--- src/rtl/core/yaz0_pkg.sv ---
// ----------------------------------------------------------------------------
// yaz0_pkg
// Shared types and constants for the Yaz0 stream decompressor.
// ----------------------------------------------------------------------------
package yaz0_pkg;

  localparam int REG_W     = 24;
  localparam int CFG_IDX_W = 2;
  localparam logic [CFG_IDX_W-1:0] CFG_SKIP  = 2'd0;
  localparam logic [CFG_IDX_W-1:0] CFG_LIMIT = 2'd1;

  localparam int OFF_W       = 12;
  localparam int LEN_W       = 9;
  localparam int MAX_RESULTS = 35;
  localparam int RES_CNT_W   = 6;

  localparam logic [2:0] ST_DATA      = 3'd0;
  localparam logic [2:0] ST_BAD_MAGIC = 3'd1;
  localparam logic [2:0] ST_SKIP_BIG  = 3'd2;
  localparam logic [2:0] ST_SIZE_SAT  = 3'd3;
  localparam logic [2:0] ST_DONE      = 3'd4;

  localparam logic [3:0] HDR_MAGIC_END = 4'd4;
  localparam logic [3:0] HDR_SIZE_LAST = 4'd7;
  localparam logic [3:0] HDR_LAST      = 4'd15;

  localparam logic [LEN_W-1:0] SHORT_LEN_BIAS = 9'd2;
  localparam logic [LEN_W-1:0] LONG_LEN_BASE  = 9'h012;

  typedef enum logic [1:0] {
    CMD_NOP,
    CMD_STAT,
    CMD_LIT,
    CMD_COPY
  } cmd_kind_e;

  typedef struct packed {
    cmd_kind_e        kind;
    logic             start;
    logic             ld_size;
    logic             stop;
    logic [2:0]       status;
    logic [7:0]       data;
    logic [OFF_W-1:0] off;
    logic [LEN_W-1:0] len;
    logic [31:0]      size;
  } cmd_t;

  typedef enum logic [2:0] {
    PH_IDLE,
    PH_HEADER,
    PH_FLAG,
    PH_ITEM,
    PH_CODE2,
    PH_CODE3
  } phase_e;

  typedef enum logic [2:0] {
    BK_CLEAR,
    BK_IDLE,
    BK_READ,
    BK_WRITE,
    BK_FLUSH
  } back_state_e;

  function automatic logic [7:0] magic_byte(input logic [1:0] pos);
    logic [7:0] m;
    unique case (pos)
      2'd0:    m = 8'h59;  // Y
      2'd1:    m = 8'h61;  // a
      2'd2:    m = 8'h7A;  // z
      default: m = 8'h30;  // 0
    endcase
    return m;
  endfunction

endpackage

--- src/rtl/core/yaz0_cmd_fifo.sv ---
// ----------------------------------------------------------------------------
// yaz0_cmd_fifo
// Four-entry command queue between parser and copy engine.
// ----------------------------------------------------------------------------
module yaz0_cmd_fifo
  import yaz0_pkg::*;
(
  input  logic clk_i,
  input  logic rst_ni,
  input  logic wr_valid_i,
  output logic wr_ready_o,
  input  cmd_t wr_data_i,
  output logic rd_valid_o,
  input  logic rd_ready_i,
  output cmd_t rd_data_o
);

  cmd_t       mem_q [4];
  logic [1:0] wptr_q, rptr_q;
  logic [2:0] cnt_q;
  logic       push, pop;

  assign wr_ready_o = cnt_q != 3'd4;
  assign rd_valid_o = cnt_q != 3'd0;
  assign push       = wr_valid_i && wr_ready_o;
  assign pop        = rd_valid_o && rd_ready_i;
  assign rd_data_o  = mem_q[rptr_q];

  always_ff @(posedge clk_i) begin
    if (push) begin
      mem_q[wptr_q] <= wr_data_i;
    end
  end

  always_ff @(posedge clk_i or negedge rst_ni) begin
    if (!rst_ni) begin
      wptr_q <= '0;
      rptr_q <= '0;
      cnt_q  <= '0;
    end else begin
      if (push) wptr_q <= wptr_q + 2'd1;
      if (pop)  rptr_q <= rptr_q + 2'd1;
      cnt_q <= cnt_q + 3'(push) - 3'(pop);
    end
  end

endmodule

--- config.mk ---
export PLATFORM = sky130hd
export DESIGN_NAME = yaz0_cmd_fifo
export DESIGN_NICKNAME = d
export VERILOG_FILES = /design/src/rtl/core/yaz0_pkg.sv /design/src/rtl/core/yaz0_cmd_fifo.sv
export SDC_FILE = /design/constraint.sdc
export NUM_CORES = 1
export LEC_CHECK = 0
export BUFFER_PORTS_ARGS = -buffer_cell sky130_fd_sc_hd__buf_2
export CORE_ASPECT_RATIO = 0.7
export CORE_MARGIN = 2
export CORE_UTILIZATION = 60
export DETAILED_ROUTE_END_ITERATION = 6
export PLACE_DENSITY = 0.83
export REMOVE_ABC_BUFFERS = 1
export SLEW_MARGIN = 20
export SYNTH_ARGS = -nofsm -noshare
export SYNTH_HDL_FRONTEND = slang
export SYNTH_SLANG_ARGS = --single-unit
--- constraint.sdc ---
create_clock -name clk_i -period 6.3 [get_ports clk_i]
set_clock_uncertainty 0.1 [all_clocks]
set_input_delay 1.26 -clock clk_i [delete_from_list [all_inputs] [get_ports clk_i]]
set_output_delay 1.26 -clock clk_i [all_outputs]
set_load 0.05 [all_outputs]
==> results.toml, run 1 <==
[pwr]
p_clk_share_pct = 21.8
power.share.sequential_pct = 40.9
cellInternalPower_mw = 4.086
ir_worst_vdd_v = 0.0003798
switching_share_pct = 38.67
switchingPower_mw = 2.576
pwr_density_cell_nw_per_um2 = 546.4
p_leak_nw = 4.164
power_frac_comb_pct = 37.3

[synth]
async_reset_ff_share_pct = 2.473
yosysUniqueCellTypes = 22
synth_most_common_cell = "edfxtp_1"
ys_warn_count = 0
yosys-top-cells-area = "edfxtp_1 79%, mux4_2 15%, dfrtp_1 1.7%"
yosysTopAreaCellShare_pct = 78.92
synth-seq-cells = 283
synthTopCellsByCount = "276 x edfxtp_1, 68 x mux4_2, 7 x buf_12, 7 x buf_2, 7 x dfrtp_1"
syn_area_per_cell_um2 = 26.12
syn_area_um2 = 10500
synth_edf_count = 276
synth_ff_type = "edfxtp_1"
yosys.area.top_type = "edfxtp_1"
netlist_instances = 402
ys_seq_area_share_pct = 80.59

[grt]
busiest_layer = "met2"
use_met2_pct = 32.96
grt-ovfl-total = 0
grtUsageTotal_pct = 21.16
antenna_found_initial = 4
gr-usage-met3_pct = 4.817
grt_pass1_wl_um = 29240
grt_max_degree = 71
use_met1_pct = 31.88
first_global_vias = 4960

[finish]
multiInputGateArea_um2 = 1841
fillers = 1027
syn_to_final_growth_pct = 16.11
final_nets = 643
drive_gt1_share_pct = 43.99
final_area_um2 = 12190
seq_area_um2 = 8471

[sta]
timing.slew.headroom_pct = 29.57
final-setup-viol-count = 0
finalMaxSlewViolations = 0
fin_crit_ps = 3809
finalHoldViolations = 0
max_clock_freq_mhz = 262.5
timing.final.crit_share_pct = 60.46
timing.final.ws_setup_ps = 2491
setup-tns-final_ps = 0
worstMarginPinSlew_ps = 1057
hold_ws_ps = 465.3
rsz0062_at_grt = "no"

[placed_design]
io_buffer_count = 143
place_ws_ps = 2434
hpwl_um = 11340
placed_cell_area_um2 = 11380
gp_congestion = 0.7611

[setup_path]
crit_path_max_fanout = 22
critPathLaunchType = "flop"
crit_path_end_kind = "primary output"
cp_slowest_cell = "dfrtp_4"
path_cells = "buf_4 -> mux4_2 -> buf_2"
worst_ep_arrival_time_ps = 2450
critPathKind = "reg2out"
required_ps = 4940
max_stage_delay_ps = 640

[cts]
clockBufferDepth = 3
htreeDepth = 1
clk_latency_ps = 520
cts_tree = "done"
cts_setup_buffers = 0
cts_buffers = 26
cts.sinks = 283
path_clk_slew_ps = 60
cts-root-buf = "clkbuf_16"
cts_hold_buf = 0
cts-resized-gates = 0

[floorplan]
pin_count = 144
fp.dieH_um = 114.7
coreArea_um2 = 17170
num_rows = 40
start_util_pct = 61.17
die_area_um2 = 18590
fp.dieW_um = 162.1

[worst_hold_path]
hold_path_class = "in2async"

[routing]
drtIter0Drc = 653
drtAntennaViolNets = 0
wirelength_um = 19120
first_pass_iters = 5
via_per_inst = 5.870
post_drt_wl_per_cell_um = 23.43
drc = 0
vias = 4790

[run]
maxCapViolCount = 0

[run_status]
status = "complete, no violations"
kinds of logic (layout without fill, tap and decap cells):
logic type	Yosys count	count (layout)	synth area share, %
mux	69	69	14.83
compound gates	4	4	0.3098
other cells	0	3	0
buf+inv	22	202	2.025
simple gates	13	13	1.001
xor+xnor	4	4	0.3337
fa+ha+maj	7	7	0.9055
flops	283	283	80.59
final cells by class:
class | count | area share [%]
Antenna cell | 3 | 0.06157
Clock buffer | 34 | 5.757
Clock inverter | 13 | 0.6567
Inverter | 6 | 0.1847
Multi-Input combinational cell | 97 | 15.10
Sequential cell | 283 | 69.47
Tap cell | 231 | 2.370
Timing Repair Buffer | 149 | 6.403
critical path: cells and delay by family, from the launching register on:
kind	cells	cell delay, ps
flops	1	640
buf+inv	2	680
mux	1	590
power groups by stage:
stage / clock network [mW] / registers (mW) / logic [mW]
global route: 1.55 / 2.77 / 2.61
global placement: 0 / 2.80 / 2.37
CTS: 1.48 / 2.80 / 2.43
detailed placement: 0 / 2.83 / 2.41
floorplan: 0 / 2.76 / 1.90
finish: 1.45 / 2.73 / 2.48
cells in the final DEF (no fill, tap or decap), drive strengths merged:
cell / Yosys / final
dfrtp: 7 / 7
o211ai: 2 / 2
fa: 1 / 1
o31a: 1 / 1
clkinv: 0 / 12
ha: 6 / 6
clkbuf: 1 / 34
buf: 15 / 149
edfxtp: 276 / 276
nand2b: 4 / 4
nand2: 1 / 1
and3b: 4 / 4
inv: 6 / 6
mux4: 69 / 69
nand4bb: 2 / 2
xor2: 1 / 1
diode: 0 / 3
o311ai: 1 / 1
or3: 1 / 1
nor3b: 1 / 1
xnor2: 3 / 3
bufinv: 0 / 1
layer usage:
layer,routed length (um),vias up,share of wire (%)
li1,-,2044,-
met5,0,-,0
met2,9065,213,47
met4,291,0,1.5
met1,8015,2503,42
met3,1742,30,9.1
registers in the layout, indices dropped and copies added, names as in the netlist:
| register | count |
|---|---|
| cnt_q | 3 |
| mem_q | 276 |
| rptr_q | 2 |
| wptr_q | 2 |
worst paths after layout:
| check | start | end | slack, ps | cells past startpoint |
|---|---|---|---|---|
| max | rptr_q[0]$_DFFE_PN0P_ | rd_data_o[52] | 2490 | 3 |
| min | rst_ni | wptr_q[1]$_DFFE_PN0P_ | 470 | 1 |
| max reg2reg | cnt_q[1]$_DFF_PN0_ | cnt_q[2]$_DFF_PN0_ | 3770 | 9 |
| max in group asynchronous | rst_ni | rptr_q[0]$_DFFE_PN0P_ | 5460 | 1 |
| min in group clk_i | wptr_q[1]$_DFFE_PN0P_ | wptr_q[1]$_DFFE_PN0P_ | 530 | 2 |
| min reg2reg | wptr_q[1]$_DFFE_PN0P_ | wptr_q[1]$_DFFE_PN0P_ | 530 | 2 |
stage by stage:
step	utilization, %	power [mW]	std cells
after floorplan	-	4.661	386
after global placement	66.27	5.169	765
after detailed placement	66.27	5.245	765
after CTS	70.82	6.709	812
after global routing	71.00	6.924	814
final	71.03	6.662	816
Power figures use the tool's default switching activity.
==> inputs of run 2 (changes only) <==
Settings changed: CORE_UTILIZATION 60 to 57, PLACE_DENSITY 0.83 to 0.79.
Clock period 6.3 ns to 3.7 ns, I/O delays scaled along.
==> results.toml, run 2 (synthesized netlist as in run 1, its figures left out) <==
[routing]
drc = 0
drtIter0Drc = 491
post_drt_wl_per_cell_um = 22.25
vias = 4710
via_per_inst = 5.730
drtAntennaViolNets = 0
first_pass_iters = 4
wirelength_um = 18290

[sta]
max_clock_freq_mhz = 312.2
timing.slew.headroom_pct = 52.60
hold_ws_ps = 335.0
finalHoldViolations = 0
final-setup-viol-count = 0
rsz0062_at_grt = "no"
worstMarginPinSlew_ps = 711.0
fin_crit_ps = 3203
finalMaxSlewViolations = 0
setup-tns-final_ps = 0
timing.final.crit_share_pct = 86.56

[setup_path]
worst_ep_arrival_time_ps = 2360
max_stage_delay_ps = 740
critPathTopFamily = "flip-flops"
critPathLaunchType = "flop"
crit_path_end_kind = "primary output"
critPathKind = "reg2out"
path_cells = "buf_12 -> mux4_1 -> buf_2"
cp_slowest_cell = "dfrtp_4"
cp_num_buf_inv = 2
crit_path_max_fanout = 24
required_ps = 2860

[finish]
instances_no_fill = 822
reg_top3 = "mem_q: 276 flops, cnt_q: 3 flops"
final_cell_mix = "276 x edfxtp_1, 143 x buf_2, 68 x mux4_2"
final_nets = 646
fin_util_pct = 67.90
final_common_cell = "edfxtp_1"
largest_reg_flops = 276
syn_to_final_growth_pct = 16.76
regMostFlops = "mem_q"
drive_gt1_share_pct = 44.35

[pwr]
ir_worst_vdd_v = 0.0007079
p_leak_nw = 4.188
p_clk_share_pct = 21.0
switching_share_pct = 38.57
power_frac_comb_pct = 38.6
power_mw = 11.27
pwr_density_cell_nw_per_um2 = 919.5
power.share.sequential_pct = 40.4
switchingPower_mw = 4.349
cellInternalPower_mw = 6.926

[cts]
clockBufferDepth = 3
path_clk_slew_ps = 60
cts_hold_buf = 1
cts_tree = "done"
cts-root-buf = "clkbuf_16"
cts_setup_buffers = 0
clk_latency_ps = 510
htreeDepth = 1
cts.sinks = 283
cts_buffers = 26
cts-resized-gates = 0

[floorplan]
coreArea_um2 = 18060
fp.dieW_um = 166.2
die_area_um2 = 19540
fp.dieH_um = 117.6
start_util_pct = 58.16
pin_count = 144
num_rows = 41

[grt]
use_met2_pct = 30.08
use_met1_pct = 27.03
first_global_vias = 5011
gr-usage-met3_pct = 5.952
grt_max_degree = 42
grt-ovfl-total = 0
antenna_found_initial = 4
grtUsageTotal_pct = 19.04
grt_pass1_wl_um = 28540
busiest_layer = "met2"

[placed_design]
post-place-cells = 773
hpwl_um = 11030
io_buffer_count = 143
gp_congestion = 0.7432

[worst_hold_path]
hold_path_class = "in2reg"

[run]
maxCapViolCount = 0

[run_status]
status = "complete, no violations"
-- run 2: routing by layer --
layer | wire, um | vias to the layer above | part of all wire (%)
met5 | 26 | - | 0.14
met4 | 300 | 6 | 1.6
met3 | 1501 | 33 | 8.2
met2 | 8684 | 158 | 47
met1 | 7774 | 2458 | 43
li1 | - | 2055 | -
-- run 2: worst paths after layout --
kind / startpoint / to / slack [ps] / cells after the start
min in group asynchronous: rst_ni / wptr_q[1]$_DFFE_PN0P_ / 490 / 2
max: rptr_q[0]$_DFFE_PN0P_ / rd_data_o[68] / 500 / 3
max reg2reg: cnt_q[1]$_DFF_PN0_ / cnt_q[2]$_DFF_PN0_ / 1300 / 9
min: wr_data_i[21] / mem_q[3][21]$_DFFE_PP_ / 340 / 1
max in group asynchronous: rst_ni / rptr_q[0]$_DFFE_PN0P_ / 2830 / 2
min reg2reg: wptr_q[1]$_DFFE_PN0P_ / wptr_q[1]$_DFFE_PN0P_ / 510 / 2
-- run 2: cell type report --
type	count	area, um2
Sequential cell	283	8471
Fill cell	1149	5796
Multi-Input combinational cell	97	1841
Timing Repair Buffer	152	873.3
Clock buffer	32	694.4
Tap cell	236	295.3
Clock inverter	14	60.06
Inverter	6	22.52
Antenna cell	2	5.005
-- run 2: metrics by stage --
stage	area, um2	setup WS [ps]
floorplan	10310	-913.6
finish	12260	497.1
CTS	12260	416.0
global placement	11490	968.6
global route	12260	337.6
detailed placement	11490	995.9
-- run 2: power by group through the flow --
stage / clock network (mW) / registers, mW / logic [mW]
floorplan: 0 / 4.70 / 3.23
global placement: 0 / 4.58 / 4.36
detailed placement: 0 / 4.64 / 4.41
CTS: 2.42 / 4.58 / 4.42
global route: 2.55 / 4.62 / 4.57
finish: 2.36 / 4.56 / 4.35
