**src/rtl/core/yaz0_pkg.sv**
```systemverilog
// ----------------------------------------------------------------------------
// yaz0_pkg
// Shared types and constants for the Yaz0 stream decompressor.
// ----------------------------------------------------------------------------
package yaz0_pkg;

  localparam int REG_W     = 24;
  localparam int CFG_IDX_W = 2;
  localparam logic [CFG_IDX_W-1:0] CFG_SKIP  = 2'd0;
  localparam logic [CFG_IDX_W-1:0] CFG_LIMIT = 2'd1;

  localparam int OFF_W       = 12;
  localparam int LEN_W       = 9;
  localparam int MAX_RESULTS = 35;
  localparam int RES_CNT_W   = 6;

  localparam logic [2:0] ST_DATA      = 3'd0;
  localparam logic [2:0] ST_BAD_MAGIC = 3'd1;
  localparam logic [2:0] ST_SKIP_BIG  = 3'd2;
  localparam logic [2:0] ST_SIZE_SAT  = 3'd3;
  localparam logic [2:0] ST_DONE      = 3'd4;

  localparam logic [3:0] HDR_MAGIC_END = 4'd4;
  localparam logic [3:0] HDR_SIZE_LAST = 4'd7;
  localparam logic [3:0] HDR_LAST      = 4'd15;

  localparam logic [LEN_W-1:0] SHORT_LEN_BIAS = 9'd2;
  localparam logic [LEN_W-1:0] LONG_LEN_BASE  = 9'h012;

  typedef enum logic [1:0] {
    CMD_NOP,
    CMD_STAT,
    CMD_LIT,
    CMD_COPY
  } cmd_kind_e;

  typedef struct packed {
    cmd_kind_e        kind;
    logic             start;
    logic             ld_size;
    logic             stop;
    logic [2:0]       status;
    logic [7:0]       data;
    logic [OFF_W-1:0] off;
    logic [LEN_W-1:0] len;
    logic [31:0]      size;
  } cmd_t;

  typedef enum logic [2:0] {
    PH_IDLE,
    PH_HEADER,
    PH_FLAG,
    PH_ITEM,
    PH_CODE2,
    PH_CODE3
  } phase_e;

  typedef enum logic [2:0] {
    BK_CLEAR,
    BK_IDLE,
    BK_READ,
    BK_WRITE,
    BK_FLUSH
  } back_state_e;

  function automatic logic [7:0] magic_byte(input logic [1:0] pos);
    logic [7:0] m;
    unique case (pos)
      2'd0:    m = 8'h59;  // Y
      2'd1:    m = 8'h61;  // a
      2'd2:    m = 8'h7A;  // z
      default: m = 8'h30;  // 0
    endcase
    return m;
  endfunction

endpackage

```
**src/rtl/core/yaz0_front.sv**
```systemverilog
// ----------------------------------------------------------------------------
// yaz0_front
// Header check and group parser; turns each byte into at most one back-end command.
// ----------------------------------------------------------------------------
module yaz0_front
  import yaz0_pkg::*;
#(
  parameter int COUNT_BITS = 24
) (
  input  logic             clk_i,
  input  logic             rst_ni,
  input  logic             in_valid_i,
  output logic             in_ready_o,
  input  logic [7:0]       in_byte_i,
  input  logic             stream_start_i,
  input  logic [REG_W-1:0] skip_count_i,
  input  logic [REG_W-1:0] emit_limit_i,
  input  logic             clear_done_i,
  output logic             cmd_valid_o,
  input  logic             cmd_ready_i,
  output cmd_t             cmd_o
);

  localparam logic [32:0] COUNT_MAX = (33'd1 << COUNT_BITS) - 33'd1;

  phase_e      phase_q, phase_d, ph_eff, ph_nf;
  logic [3:0]  hpos_q, hpos_d, hpos_eff;
  logic [31:0] size_q, size_d, size_eff, acc_new;
  logic [7:0]  flags_q, flags_d, flags_eff;
  logic [3:0]  left_q, left_d, left_eff, left_nf;
  logic [7:0]  pend_q, pend_d, low_q, low_d;
  logic        accept, magic_bad, skip_big, nothing;

  assign in_ready_o = cmd_ready_i && clear_done_i;
  assign accept     = in_valid_i && in_ready_o;

  // a start beat always reopens the header
  assign ph_eff    = stream_start_i ? PH_HEADER : phase_q;
  assign hpos_eff  = stream_start_i ? 4'd0 : hpos_q;
  assign size_eff  = stream_start_i ? 32'd0 : size_q;
  assign flags_eff = stream_start_i ? 8'd0 : flags_q;
  assign left_eff  = stream_start_i ? 4'd0 : left_q;

  assign acc_new   = {size_eff[23:0], in_byte_i};
  assign magic_bad = (hpos_eff < HDR_MAGIC_END) && (in_byte_i != magic_byte(hpos_eff[1:0]));
  assign skip_big  = 32'(skip_count_i) > size_eff;
  assign nothing   = (size_eff == 32'd0) || (emit_limit_i == '0);
  assign left_nf   = (left_eff != 4'd0) ? left_eff - 4'd1 : 4'd0;
  assign ph_nf     = (left_nf == 4'd0) ? PH_FLAG : PH_ITEM;

  // next phase
  always_comb begin
    phase_d = phase_q;
    if (accept) begin
      unique case (ph_eff)
        PH_HEADER: begin
          if (magic_bad) begin
            phase_d = PH_IDLE;
          end else if (hpos_eff == HDR_LAST) begin
            phase_d = (skip_big || nothing) ? PH_IDLE : PH_FLAG;
          end else begin
            phase_d = PH_HEADER;
          end
        end
        PH_FLAG:  phase_d = PH_ITEM;
        PH_ITEM:  phase_d = flags_eff[7] ? ph_nf : PH_CODE2;
        PH_CODE2: phase_d = (pend_q[7:4] != 4'd0) ? ph_nf : PH_CODE3;
        PH_CODE3: phase_d = ph_nf;
        default:  phase_d = PH_IDLE;
      endcase
    end
  end

  // command and parser registers
  always_comb begin
    hpos_d  = hpos_q;
    size_d  = size_q;
    flags_d = flags_q;
    left_d  = left_q;
    pend_d  = pend_q;
    low_d   = low_q;
    cmd_o         = '0;
    cmd_o.kind    = CMD_NOP;
    cmd_o.start   = stream_start_i;
    cmd_o.status  = ST_DATA;
    cmd_o.data    = in_byte_i;
    cmd_o.off     = {pend_q[3:0], in_byte_i};
    cmd_o.size    = size_eff;
    if (accept && stream_start_i) begin
      hpos_d  = '0;
      size_d  = '0;
      flags_d = '0;
      left_d  = '0;
      pend_d  = '0;
      low_d   = '0;
    end
    unique case (ph_eff)
      PH_HEADER: begin
        hpos_d = hpos_eff + 4'd1;
        if (magic_bad) begin
          cmd_o.kind   = CMD_STAT;
          cmd_o.status = ST_BAD_MAGIC;
          cmd_o.stop   = 1'b1;
        end else if (hpos_eff >= HDR_MAGIC_END && hpos_eff <= HDR_SIZE_LAST) begin
          size_d = acc_new;
          if (hpos_eff == HDR_SIZE_LAST && {1'b0, acc_new} > COUNT_MAX) begin
            size_d       = COUNT_MAX[31:0];
            cmd_o.kind   = CMD_STAT;
            cmd_o.status = ST_SIZE_SAT;
          end
        end else if (hpos_eff == HDR_LAST) begin
          cmd_o.ld_size = 1'b1;
          if (skip_big) begin
            cmd_o.kind   = CMD_STAT;
            cmd_o.status = ST_SKIP_BIG;
            cmd_o.stop   = 1'b1;
          end else if (nothing) begin
            cmd_o.kind   = CMD_STAT;
            cmd_o.status = ST_DONE;
            cmd_o.stop   = 1'b1;
          end
        end
      end
      PH_FLAG: begin
        flags_d = in_byte_i;
        left_d  = 4'd8;
      end
      PH_ITEM: begin
        if (flags_eff[7]) begin
          cmd_o.kind = CMD_LIT;
          flags_d    = {flags_eff[6:0], 1'b0};
          left_d     = left_nf;
        end else begin
          pend_d = in_byte_i;
        end
      end
      PH_CODE2: begin
        low_d = in_byte_i;
        if (pend_q[7:4] != 4'd0) begin
          cmd_o.kind = CMD_COPY;
          cmd_o.len  = LEN_W'(pend_q[7:4]) + SHORT_LEN_BIAS;
          flags_d    = {flags_eff[6:0], 1'b0};
          left_d     = left_nf;
        end
      end
      PH_CODE3: begin
        cmd_o.kind = CMD_COPY;
        cmd_o.off  = {pend_q[3:0], low_q};
        cmd_o.len  = LEN_W'(in_byte_i) + LONG_LEN_BASE;
        flags_d    = {flags_eff[6:0], 1'b0};
        left_d     = left_nf;
      end
      default: ;
    endcase
    if (!accept) begin
      hpos_d  = hpos_q;
      size_d  = size_q;
      flags_d = flags_q;
      left_d  = left_q;
      pend_d  = pend_q;
      low_d   = low_q;
    end
  end

  assign cmd_valid_o = accept && (cmd_o.kind != CMD_NOP || cmd_o.start || cmd_o.ld_size);

  always_ff @(posedge clk_i or negedge rst_ni) begin
    if (!rst_ni) begin
      phase_q <= PH_IDLE;
      hpos_q  <= '0;
      size_q  <= '0;
      flags_q <= '0;
      left_q  <= '0;
      pend_q  <= '0;
      low_q   <= '0;
    end else begin
      phase_q <= phase_d;
      hpos_q  <= hpos_d;
      size_q  <= size_d;
      flags_q <= flags_d;
      left_q  <= left_d;
      pend_q  <= pend_d;
      low_q   <= low_d;
    end
  end

endmodule

```
**config.mk**
```make
export PLATFORM = sky130hd
export DESIGN_NAME = yaz0_front
export DESIGN_NICKNAME = d
export VERILOG_FILES = /design/src/rtl/core/yaz0_pkg.sv /design/src/rtl/core/yaz0_front.sv
export SDC_FILE = /design/constraint.sdc
export NUM_CORES = 1
export LEC_CHECK = 0
export BUFFER_PORTS_ARGS = -buffer_cell sky130_fd_sc_hd__buf_4
export CORE_MARGIN = 3
export CORE_UTILIZATION = 25
export CTS_BUF_LIST = sky130_fd_sc_hd__clkbuf_16
export DETAILED_ROUTE_END_ITERATION = 6
export HOLD_SLACK_MARGIN = 0.02
export PLACE_DENSITY = 0.58
export SYNTH_ARGS = -nofsm -noshare
export SYNTH_HDL_FRONTEND = slang
export SYNTH_SLANG_ARGS = --single-unit
```
**constraint.sdc**
```tcl
create_clock -name clk_i -period 3.3 [get_ports clk_i]
set_clock_uncertainty 0.05 [all_clocks]
set_input_delay 0.66 -clock clk_i [delete_from_list [all_inputs] [get_ports clk_i]]
set_output_delay 0.66 -clock clk_i [all_outputs]
set_load 0.03 [all_outputs]
```
==> results of run 1 <==
==> through the flow <==
stage          worst slack, ns  cells  hold slack (ns)
2_1_floorplan           -0.133    593            0.314
3_3_place_gp            -0.274    972            0.414
3_5_place_dp            -0.298    972            0.428
4_1_cts                 -0.132    997            0.431
5_1_grt                 -0.230    998            0.464
6_report                -0.178    998            0.384
==> repair_timing <==
item / CTS / global route
buffers inserted: 8 / 1
cloned: 2 / 0
pin swaps: 13 / 8
endpoints found under the setup margin: 6 / 7
resized for setup: 37 / 8
==> registers in the layout (all words and copies together), names as in the netlist <==
signal and count:
left_q 4, size_q 32, low_q 8, pend_q 8
phase_q 3, flags_q 8, hpos_q 4
==> kinds of logic after synthesis <==
kind of cell	count (synthesis)	synth area share [%]
adder cells (fa/ha/maj)	32	8.58
multiplexers	10	2.15
XOR/XNOR	12	2.25
flip-flops	67	35.9
AO/OA/AOI/OAI	134	17.5
AND/OR/NAND/NOR	254	25.4
buffers and inverters	84	8.15
==> critical path, stage by stage <==
cell and delay [ns]:
buf_12 0.13, inv_8 0.07, nand2_1 0.07, ha_1 0.29
nand2_1 0.09, or4_4 0.58, nor3_4 0.22, a211oi_4 0.07
buf_6 0.15, a211oi_4 0.26, buf_6 0.17
==> where the power goes <==
group / total, W / switching, W / internal, W
Combinational: 0.000496 / 0.000272 / 0.000224
Clock: 0.00104 / 0.000381 / 0.000658
Sequential: 0.000875 / 0.0000298 / 0.000846
==> area by class of cell <==
type / count / share of cell area (%)
multi-input combinational: 442 / 41.6
timing repair buffer: 208 / 23.2
sequential: 67 / 24.1
tap: 229 / 4.12
clock buffer: 9 / 3.24
clock inverter: 7 / 1.33
inverter: 34 / 2.02
timing repair inverter: 2 / 0.396
==> routing by layer <==
| metal | routed length, µm | share of wire (%) |
|---|---|---|
| met1 | 7200 | 44 |
| met4 | 268 | 1.7 |
| met3 | 847 | 5.2 |
| met5 | 0 | 0 |
| met2 | 7910 | 49 |
==> worst max-delay path by stage <==
stage / start / end / slack [ns] / depth (start not counted)
after floorplan: stream_start_i / cmd_o[67] / -0.13 / 11
after global placement: stream_start_i / cmd_o[63] / -0.27 / 11
after detailed placement: stream_start_i / cmd_o[64] / -0.30 / 12
after CTS: stream_start_i / cmd_o[64] / -0.13 / 12
after global routing: stream_start_i / cmd_o[64] / -0.23 / 12
final: stream_start_i / cmd_o[63] / -0.18 / 11
==> cells in the final DEF (no fill, tap or decap), types with 3 or more instances in the layout <==
cell	n
buf_4	199
nand2_1	124
dfrtp_1	67
o21ai_0	42
a21oi_1	41
inv_1	33
nor3_1	31
ha_1	23
nor2_1	21
nor4_1	16
nor2b_1	12
a22oi_1	12
mux2i_1	10
clkbuf_16	9
nand3_1	8
xnor2_1	8
ha_4	8
nand2_2	6
nand4_1	6
buf_6	6
and3_1	5
nand2_4	4
nand2b_1	4
xor2_1	4
and2_1	4
a21oi_2	3
o22ai_1	3
a32o_1	3
==> impl_metrics.yaml, run 1 <==
routing:
  drt_iter0_markers: 313
  antenna_left: 0
  wl_mm: 16.2
  routedWlPerCell_um: 16.3
  drcViolationCount: 0
  avgViaCountPerCell: 4.89
  firstDrtPassIters: 5
  vias: 4883
clock_network:
  cts_max_level: 3
  numCtsBuffers: 9
  cts_hold_buf: 0
  clk-insertion-delay-late_ns: 0.34
  cts_buffer_depth: 2
  cts_sinks: 67
  cts_tree: "done"
  clk_root_buffer_cell: "clkbuf_16"
  path_clk_slew_ns: 0.06
flow_run:
  cap_viol_max_count: 0
cells_and_area:
  final_area_um2: 6950
  antenna_cells: 0
  finalNetCount: 858
  post-route-util_pct: 38.3
  drive_above_1_share_pct: 34.9
  areaGrowthSynthToFinish_pct: 48.9
  fillers: 1894
  register_area_um2: 1680
  multi_input_area_um2: 2890
synth:
  synth_common_cells: "nand2_1 (134), dfrtp_1 (67), a21oi_1 (44), o21ai_0 (44)"
  ys_top_cells_by_area: "dfrtp_1 (36%), nand2_1 (11%), ha_1 (8.6%)"
  synth_cell_types: 55
  synthArstFlopShare_pct: 100
  syn_area_um2: 4670
  ys_ff_latch: 67
  yosysMostFrequentCell: "nand2_1"
  synthFlopType: "dfrtp_1"
  synth_top_area_share_pct: 35.9
  synth-edff-count: 0
  yosysTopAreaCell: "dfrtp_1"
  syn_avg_cell_area_um2: 7.87
  syn-num-nets: 687
  syn_inst: 593
  yosysWarningCount: 0
  synth-seq-area-share_pct: 35.9
pwr:
  ir_drop_mv: 0.215
  finalPower_w: 0.00241
  power.leakage_nw: 3.50
  powerDensity_nw_per_um2: 347
timing:
  finalCriticalPeriod_ns: 3.48
  slew_headroom_pct: 40.1
  finalCritPeriodShare_pct: 105
  setup_viol: 6
  clock.fmax_ghz: 0.288
  finalMaxSlewViolations: 0
  setup_ws_ns: -0.178
  finalSetupTns_ns: -0.742
  rsz0062_at_grt: "yes"
  hold_viol_final: 0
  tightest_slew_ns: 0.898
worst_setup_path:
  r2r_cells: 7
  crit_path_start_kind: "primary input"
  crit_fanout: 5
  regToRegStartpoint: "pend_q[5]$_DFFE_PN0P_"
  cp.required_ns: 2.59
  critical_path_class: "primary input to output port"
  endpoint_kind: "output port"
  reg2reg_to: "flags_q[3]$_DFFE_PN0P_"
  worstPathArrival_ns: 2.77
  regToRegSetupSlack_ns: 0.80
floorplan:
  die_height_um: 143
  die-area_um2: 20300
  io_pins: 133
  initial_core_util_pct: 25.7
  rows: 49
  die_x_um: 143
  coreArea_um2: 18100
grt:
  antenna_found_initial: 0
  gr-usage-met2_pct: 26.1
  globalRouteTotalUtil_pct: 15.8
  grt_max_degree: 68
  busiest_layer: "met2"
  grt_use_met1_pct: 21.0
  grtUsageMet3_pct: 3.05
  grt_pass1_vias: 4793
  grt_pass1_wl_mm: 25.6
  overflow: 0
placed_design:
  numPortBuffers: 132
  hpwlAfterDp_mm: 11.8
  place_area_um2: 6330
  place.gp.congestion: 0.830
outcome:
  outcome: "finished with violations"
  violations: "negative setup slack"
worst_hold_path:
  hp-class: "primary input to asynchronous set/reset pin"
No activity file was read; power rests on OpenSTA's default activity.
==> inputs of run 2 (changes only) <==
- CORE_ASPECT_RATIO: default -> 1.2
- CORE_MARGIN: 3 -> 4
==> impl_metrics.yaml, run 2 (same netlist as run 1, synthesis figures left out) <==
cells_and_area:
  antenna_cells: 0
  final_cell_mix: "buf_4 (188), nand2_1 (123), dfrtp_1 (67)"
  instances_no_fill: 984
  areaGrowthSynthToFinish_pct: 47.3
  drive_above_1_share_pct: 33.9
  register_area_um2: 1680
  post-route-util_pct: 37.7
  final_common_cell: "buf_4"
  largest_register: "size_q"
  fillers: 1914
  finalNetCount: 849
  largest_reg_flops: 32
  multi_input_area_um2: 2880
worst_setup_path:
  worstPathArrival_ns: 2.69
  crit_fanout: 6
  reg2reg_to: "phase_q[1]$_DFFE_PN0P_"
  cp.required_ns: 2.59
  crit_start: "stream_start_i"
  critical_path_class: "primary input to output port"
  endpoint_kind: "output port"
  crit_path_start_kind: "primary input"
  regToRegSetupSlack_ns: 0.62
  r2r_cells: 11
  regToRegStartpoint: "size_q[8]$_DFFE_PN0P_"
routing:
  wl_met2_mm: 7.78
  met3_length_um: 840
  wl_mm: 15.8
  firstDrtPassIters: 4
  top_layer: "met4"
  drcViolationCount: 0
  avgViaCountPerCell: 4.87
  routedWlPerCell_um: 16.0
  drt_iter0_markers: 293
  antenna_left: 0
  vias: 4794
  wirelength_met1_mm: 6.95
grt:
  grt_pass1_wl_mm: 25.8
  grt_pass1_vias: 4972
  globalRouteTotalUtil_pct: 15.3
  grt_max_degree: 68
  antenna_found_initial: 0
  overflow: 0
floorplan:
  die_x_um: 133
  coreArea_um2: 18200
  initial_core_util_pct: 25.6
  die-area_um2: 20900
  rows: 54
  die_height_um: 158
  io_pins: 133
pwr:
  power.leakage_nw: 3.46
  ir_drop_mv: 0.224
  powerDensity_nw_per_um2: 350
  finalPower_w: 0.00240
placed_design:
  dpl.cell_count: 962
  hpwlAfterDp_mm: 11.4
  numPortBuffers: 132
  place.gp.congestion: 0.805
clock_network:
  cts_buffer_depth: 2
  clk-insertion-delay-late_ns: 0.34
  path_clk_slew_ns: 0.05
  cts_hold_buf: 0
  clk_root_buffer_cell: "clkbuf_16"
  cts_max_level: 3
  cts_sinks: 67
  cts_tree: "done"
  numCtsBuffers: 9
timing:
  finalCriticalPeriod_ns: 3.40
  tightest_slew_ns: 0.902
  finalCritPeriodShare_pct: 103
  slew_headroom_pct: 39.9
  finalMaxSlewViolations: 0
  setup_ws_ns: -0.103
  setup_viol: 5
  hold_viol_final: 0
  rsz0062_at_grt: "yes"
  clock.fmax_ghz: 0.294
worst_hold_path:
  hp-class: "primary input to asynchronous set/reset pin"
flow_run:
  cap_viol_max_count: 0
outcome:
  violations: "negative setup slack"
  outcome: "finished with violations"
run 2: changes by cell type in the layout (fill, tap and decap cells not counted), sizes merged:
cell      delta
inv          +4
clkinvlp     -1
buf         -10
clkinv       -2
run 2: per-layer routing:
metal  GRT usage, %  vias to the layer above
li1               -                     2375
met1           19.3                     2261
met2           26.6                      144
met3           3.24                       14
met4           3.91                        0
met5              0                        -
run 2: power by group:
part | internal (W) | switching, W | total [W]
Combinational | 0.000225 | 0.000266 | 0.000491
Sequential | 0.000846 | 0.0000278 | 0.000873
Clock | 0.000654 | 0.000384 | 0.00104
Total | 0.00172 | 0.000679 | 0.00240
run 2: cell type report:
type	instances	area share [%]
Inverter	34	2.04
Timing Repair Buffer	198	22.6
Clock buffer	9	3.28
Sequential cell	67	24.4
Tap cell	224	4.08
Timing Repair inverter	3	0.419
Multi-Input combinational cell	442	42.0
Clock inverter	7	1.24
run 2: worst max-delay path by stage:
stage                     slack, ns         to  depth (start not counted)
after floorplan               -0.13  cmd_o[67]                         11
after global placement        -0.31  cmd_o[63]                         11
after CTS                     -0.07  cmd_o[64]                         11
after detailed placement      -0.32  cmd_o[63]                         11
final                         -0.10  cmd_o[64]                         11
after global routing          -0.24  cmd_o[64]                         11
run 2: repair_timing:
item,4_1_cts,5_1_grt
pin swaps,13,2
resized for setup,30,6
setup buffers,3,0
gates cloned,3,0
endpoints found under the setup margin,6,6
run 2: worst max-delay path: stages:
cell     delay [ns]
buf_12         0.13
inv_8          0.08
nand2_1        0.07
ha_1           0.30
nand2_1        0.07
or4_4          0.54
a21o_1         0.18
nand4_1        0.19
nand2_2        0.14
a31oi_4        0.17
buf_6          0.16
run 2: stage by stage:
step	cell area (µm²)	worst slack, ns	hold slack (ns)	setup TNS, ns
6_report	6870	-0.103	0.392	-0.429
3_3_place_gp	6310	-0.308	0.424	-1.41
4_1_cts	6810	-0.0742	0.439	-0.358
2_1_floorplan	4850	-0.133	0.314	-0.437
3_5_place_dp	6310	-0.324	0.426	-1.50
5_1_grt	6870	-0.240	0.458	-1.19
==> inputs of run 3 (changes only) <==
- SETUP_SLACK_MARGIN: default -> 0.05
==> impl_metrics.yaml, run 3 (same netlist as run 1, synthesis figures left out) <==
floorplan:
  initial_core_util_pct: 25.6
  coreArea_um2: 18200
  io_pins: 133
  die-area_um2: 20900
  die_x_um: 133
  die_height_um: 158
  rows: 54
cells_and_area:
  final_area_um2: 7060
  areaGrowthSynthToFinish_pct: 51.3
  finalNetCount: 858
  final_common_cell: "buf_4"
  post-route-util_pct: 38.7
  final_cell_mix: "buf_4 (193), nand2_1 (117), dfrtp_1 (67)"
  largest_reg_flops: 32
  antenna_cells: 0
  drive_above_1_share_pct: 36.7
  largest_register: "size_q"
grt:
  globalRouteTotalUtil_pct: 15.2
  grt_pass1_wl_mm: 25.4
  antenna_found_initial: 0
  overflow: 0
  grt_max_degree: 68
  grt_pass1_vias: 4806
timing:
  finalMaxSlewViolations: 0
  hold_viol_final: 0
  tightest_slew_ns: 0.906
  rsz0062_at_grt: "yes"
  setup_ws_ns: -0.184
  finalCritPeriodShare_pct: 106
  slew_headroom_pct: 39.6
  setup_viol: 6
  finalCriticalPeriod_ns: 3.48
  clock.fmax_ghz: 0.287
  hold_slack_ns: 0.391
routing:
  antenna_left: 0
  drt_iter0_markers: 250
  firstDrtPassIters: 4
  drcViolationCount: 0
  vias: 4819
  wl_mm: 16.1
  routedWlPerCell_um: 16.2
  avgViaCountPerCell: 4.85
worst_setup_path:
  crit_path_start_kind: "primary input"
  worstPathArrival_ns: 2.77
  crit_fanout: 5
  endpoint_kind: "output port"
  critical_path_class: "primary input to output port"
  cp.required_ns: 2.59
clock_network:
  clk_root_buffer_cell: "clkbuf_16"
  cts_sinks: 67
  cts_buffer_depth: 2
  path_clk_slew_ns: 0.06
  cts_tree: "done"
  clk-insertion-delay-late_ns: 0.34
  cts_max_level: 3
  numCtsBuffers: 9
  cts_hold_buf: 0
outcome:
  outcome: "finished with violations"
  violations: "negative setup slack"
pwr:
  finalPower_w: 0.00245
  powerDensity_nw_per_um2: 347
  power.leakage_nw: 3.55
  ir_drop_mv: 0.242
placed_design:
  numPortBuffers: 132
  place.gp.congestion: 0.810
  hpwlAfterDp_mm: 11.5
  pre_cts_slack_ns: -0.350
  place_area_um2: 6330
flow_run:
  cap_viol_max_count: 0
worst_hold_path:
  hp-class: "primary input to asynchronous set/reset pin"
## run 3: changes by cell type in the layout (fill, tap and decap cells not counted), moves of 2 or more
cell,change
clkinv_4,+2
buf_4,+5
buf_6,+3
xnor2_2,+2
nand2_4,+2
ha_1,-2
nand2_1,-6
nand2_2,+4
inv_1,-3
xnor2_1,-2
## run 3: worst paths after layout
| check | start | to | slack, ns | cells after the start |
|---|---|---|---|---|
| max in group asynchronous | rst_ni | size_q[18]$_DFFE_PN0P_ | 2.21 | 1 |
| min | rst_ni | left_q[1]$_DFFE_PN0P_ | 0.39 | 1 |
| max | stream_start_i | cmd_valid_o | -0.18 | 12 |
| min in group clk_i | flags_q[4]$_DFFE_PN0P_ | flags_q[4]$_DFFE_PN0P_ | 0.44 | 2 |
| max reg2reg | size_q[5]$_DFFE_PN0P_ | phase_q[1]$_DFFE_PN0P_ | 0.79 | 10 |
| min reg2reg | flags_q[4]$_DFFE_PN0P_ | flags_q[4]$_DFFE_PN0P_ | 0.44 | 2 |
## run 3: final cells by class
type	instances	area [µm²]
Sequential cell	67	1680
Multi-Input combinational cell	442	2960
Inverter	34	143
Clock buffer	9	225
Timing Repair inverter	3	33.8
Fill cell	1868	11200
Timing Repair Buffer	207	1640
Clock inverter	7	93.8
Tap cell	224	280
## run 3: per-layer routing
layer	wire length (µm)	track usage [%]	vias up
li1	-	-	2392
met1	7180	19.5	2282
met2	7880	26.1	132
met3	832	3.15	13
met4	176	4.06	0
met5	0	0	-
## run 3: repair_timing
action                     CTS  global route
setup endpoints to repair    6             7
buffers inserted             5             7
pin swaps                   10            18
gates cloned                 3             0
gates resized for setup     30            33
## run 3: power by group
group	internal [W]	total (W)	switching [W]
Combinational	0.000250	0.000535	0.000285
Sequential	0.000846	0.000875	0.0000291
Clock	0.000660	0.00104	0.000381
Total	0.00176	0.00245	0.000695
## run 3: per-stage QoR
stage	std cells	setup TNS, ns
finish	993	-0.845
floorplan	593	-0.358
detailed placement	964	-1.64
global route	993	-1.40
CTS	988	-0.624
global placement	964	-1.42
## run 3: critical path, stage by stage
cell	delay, ns
buf_16	0.14
buf_8	0.14
nor2b_4	0.18
buf_6	0.13
ha_4	0.12
xnor2_1	0.05
or4_4	0.42
o32a_1	0.34
o21ai_2	0.22
buf_4	0.15
a21oi_4	0.05
buf_6	0.16
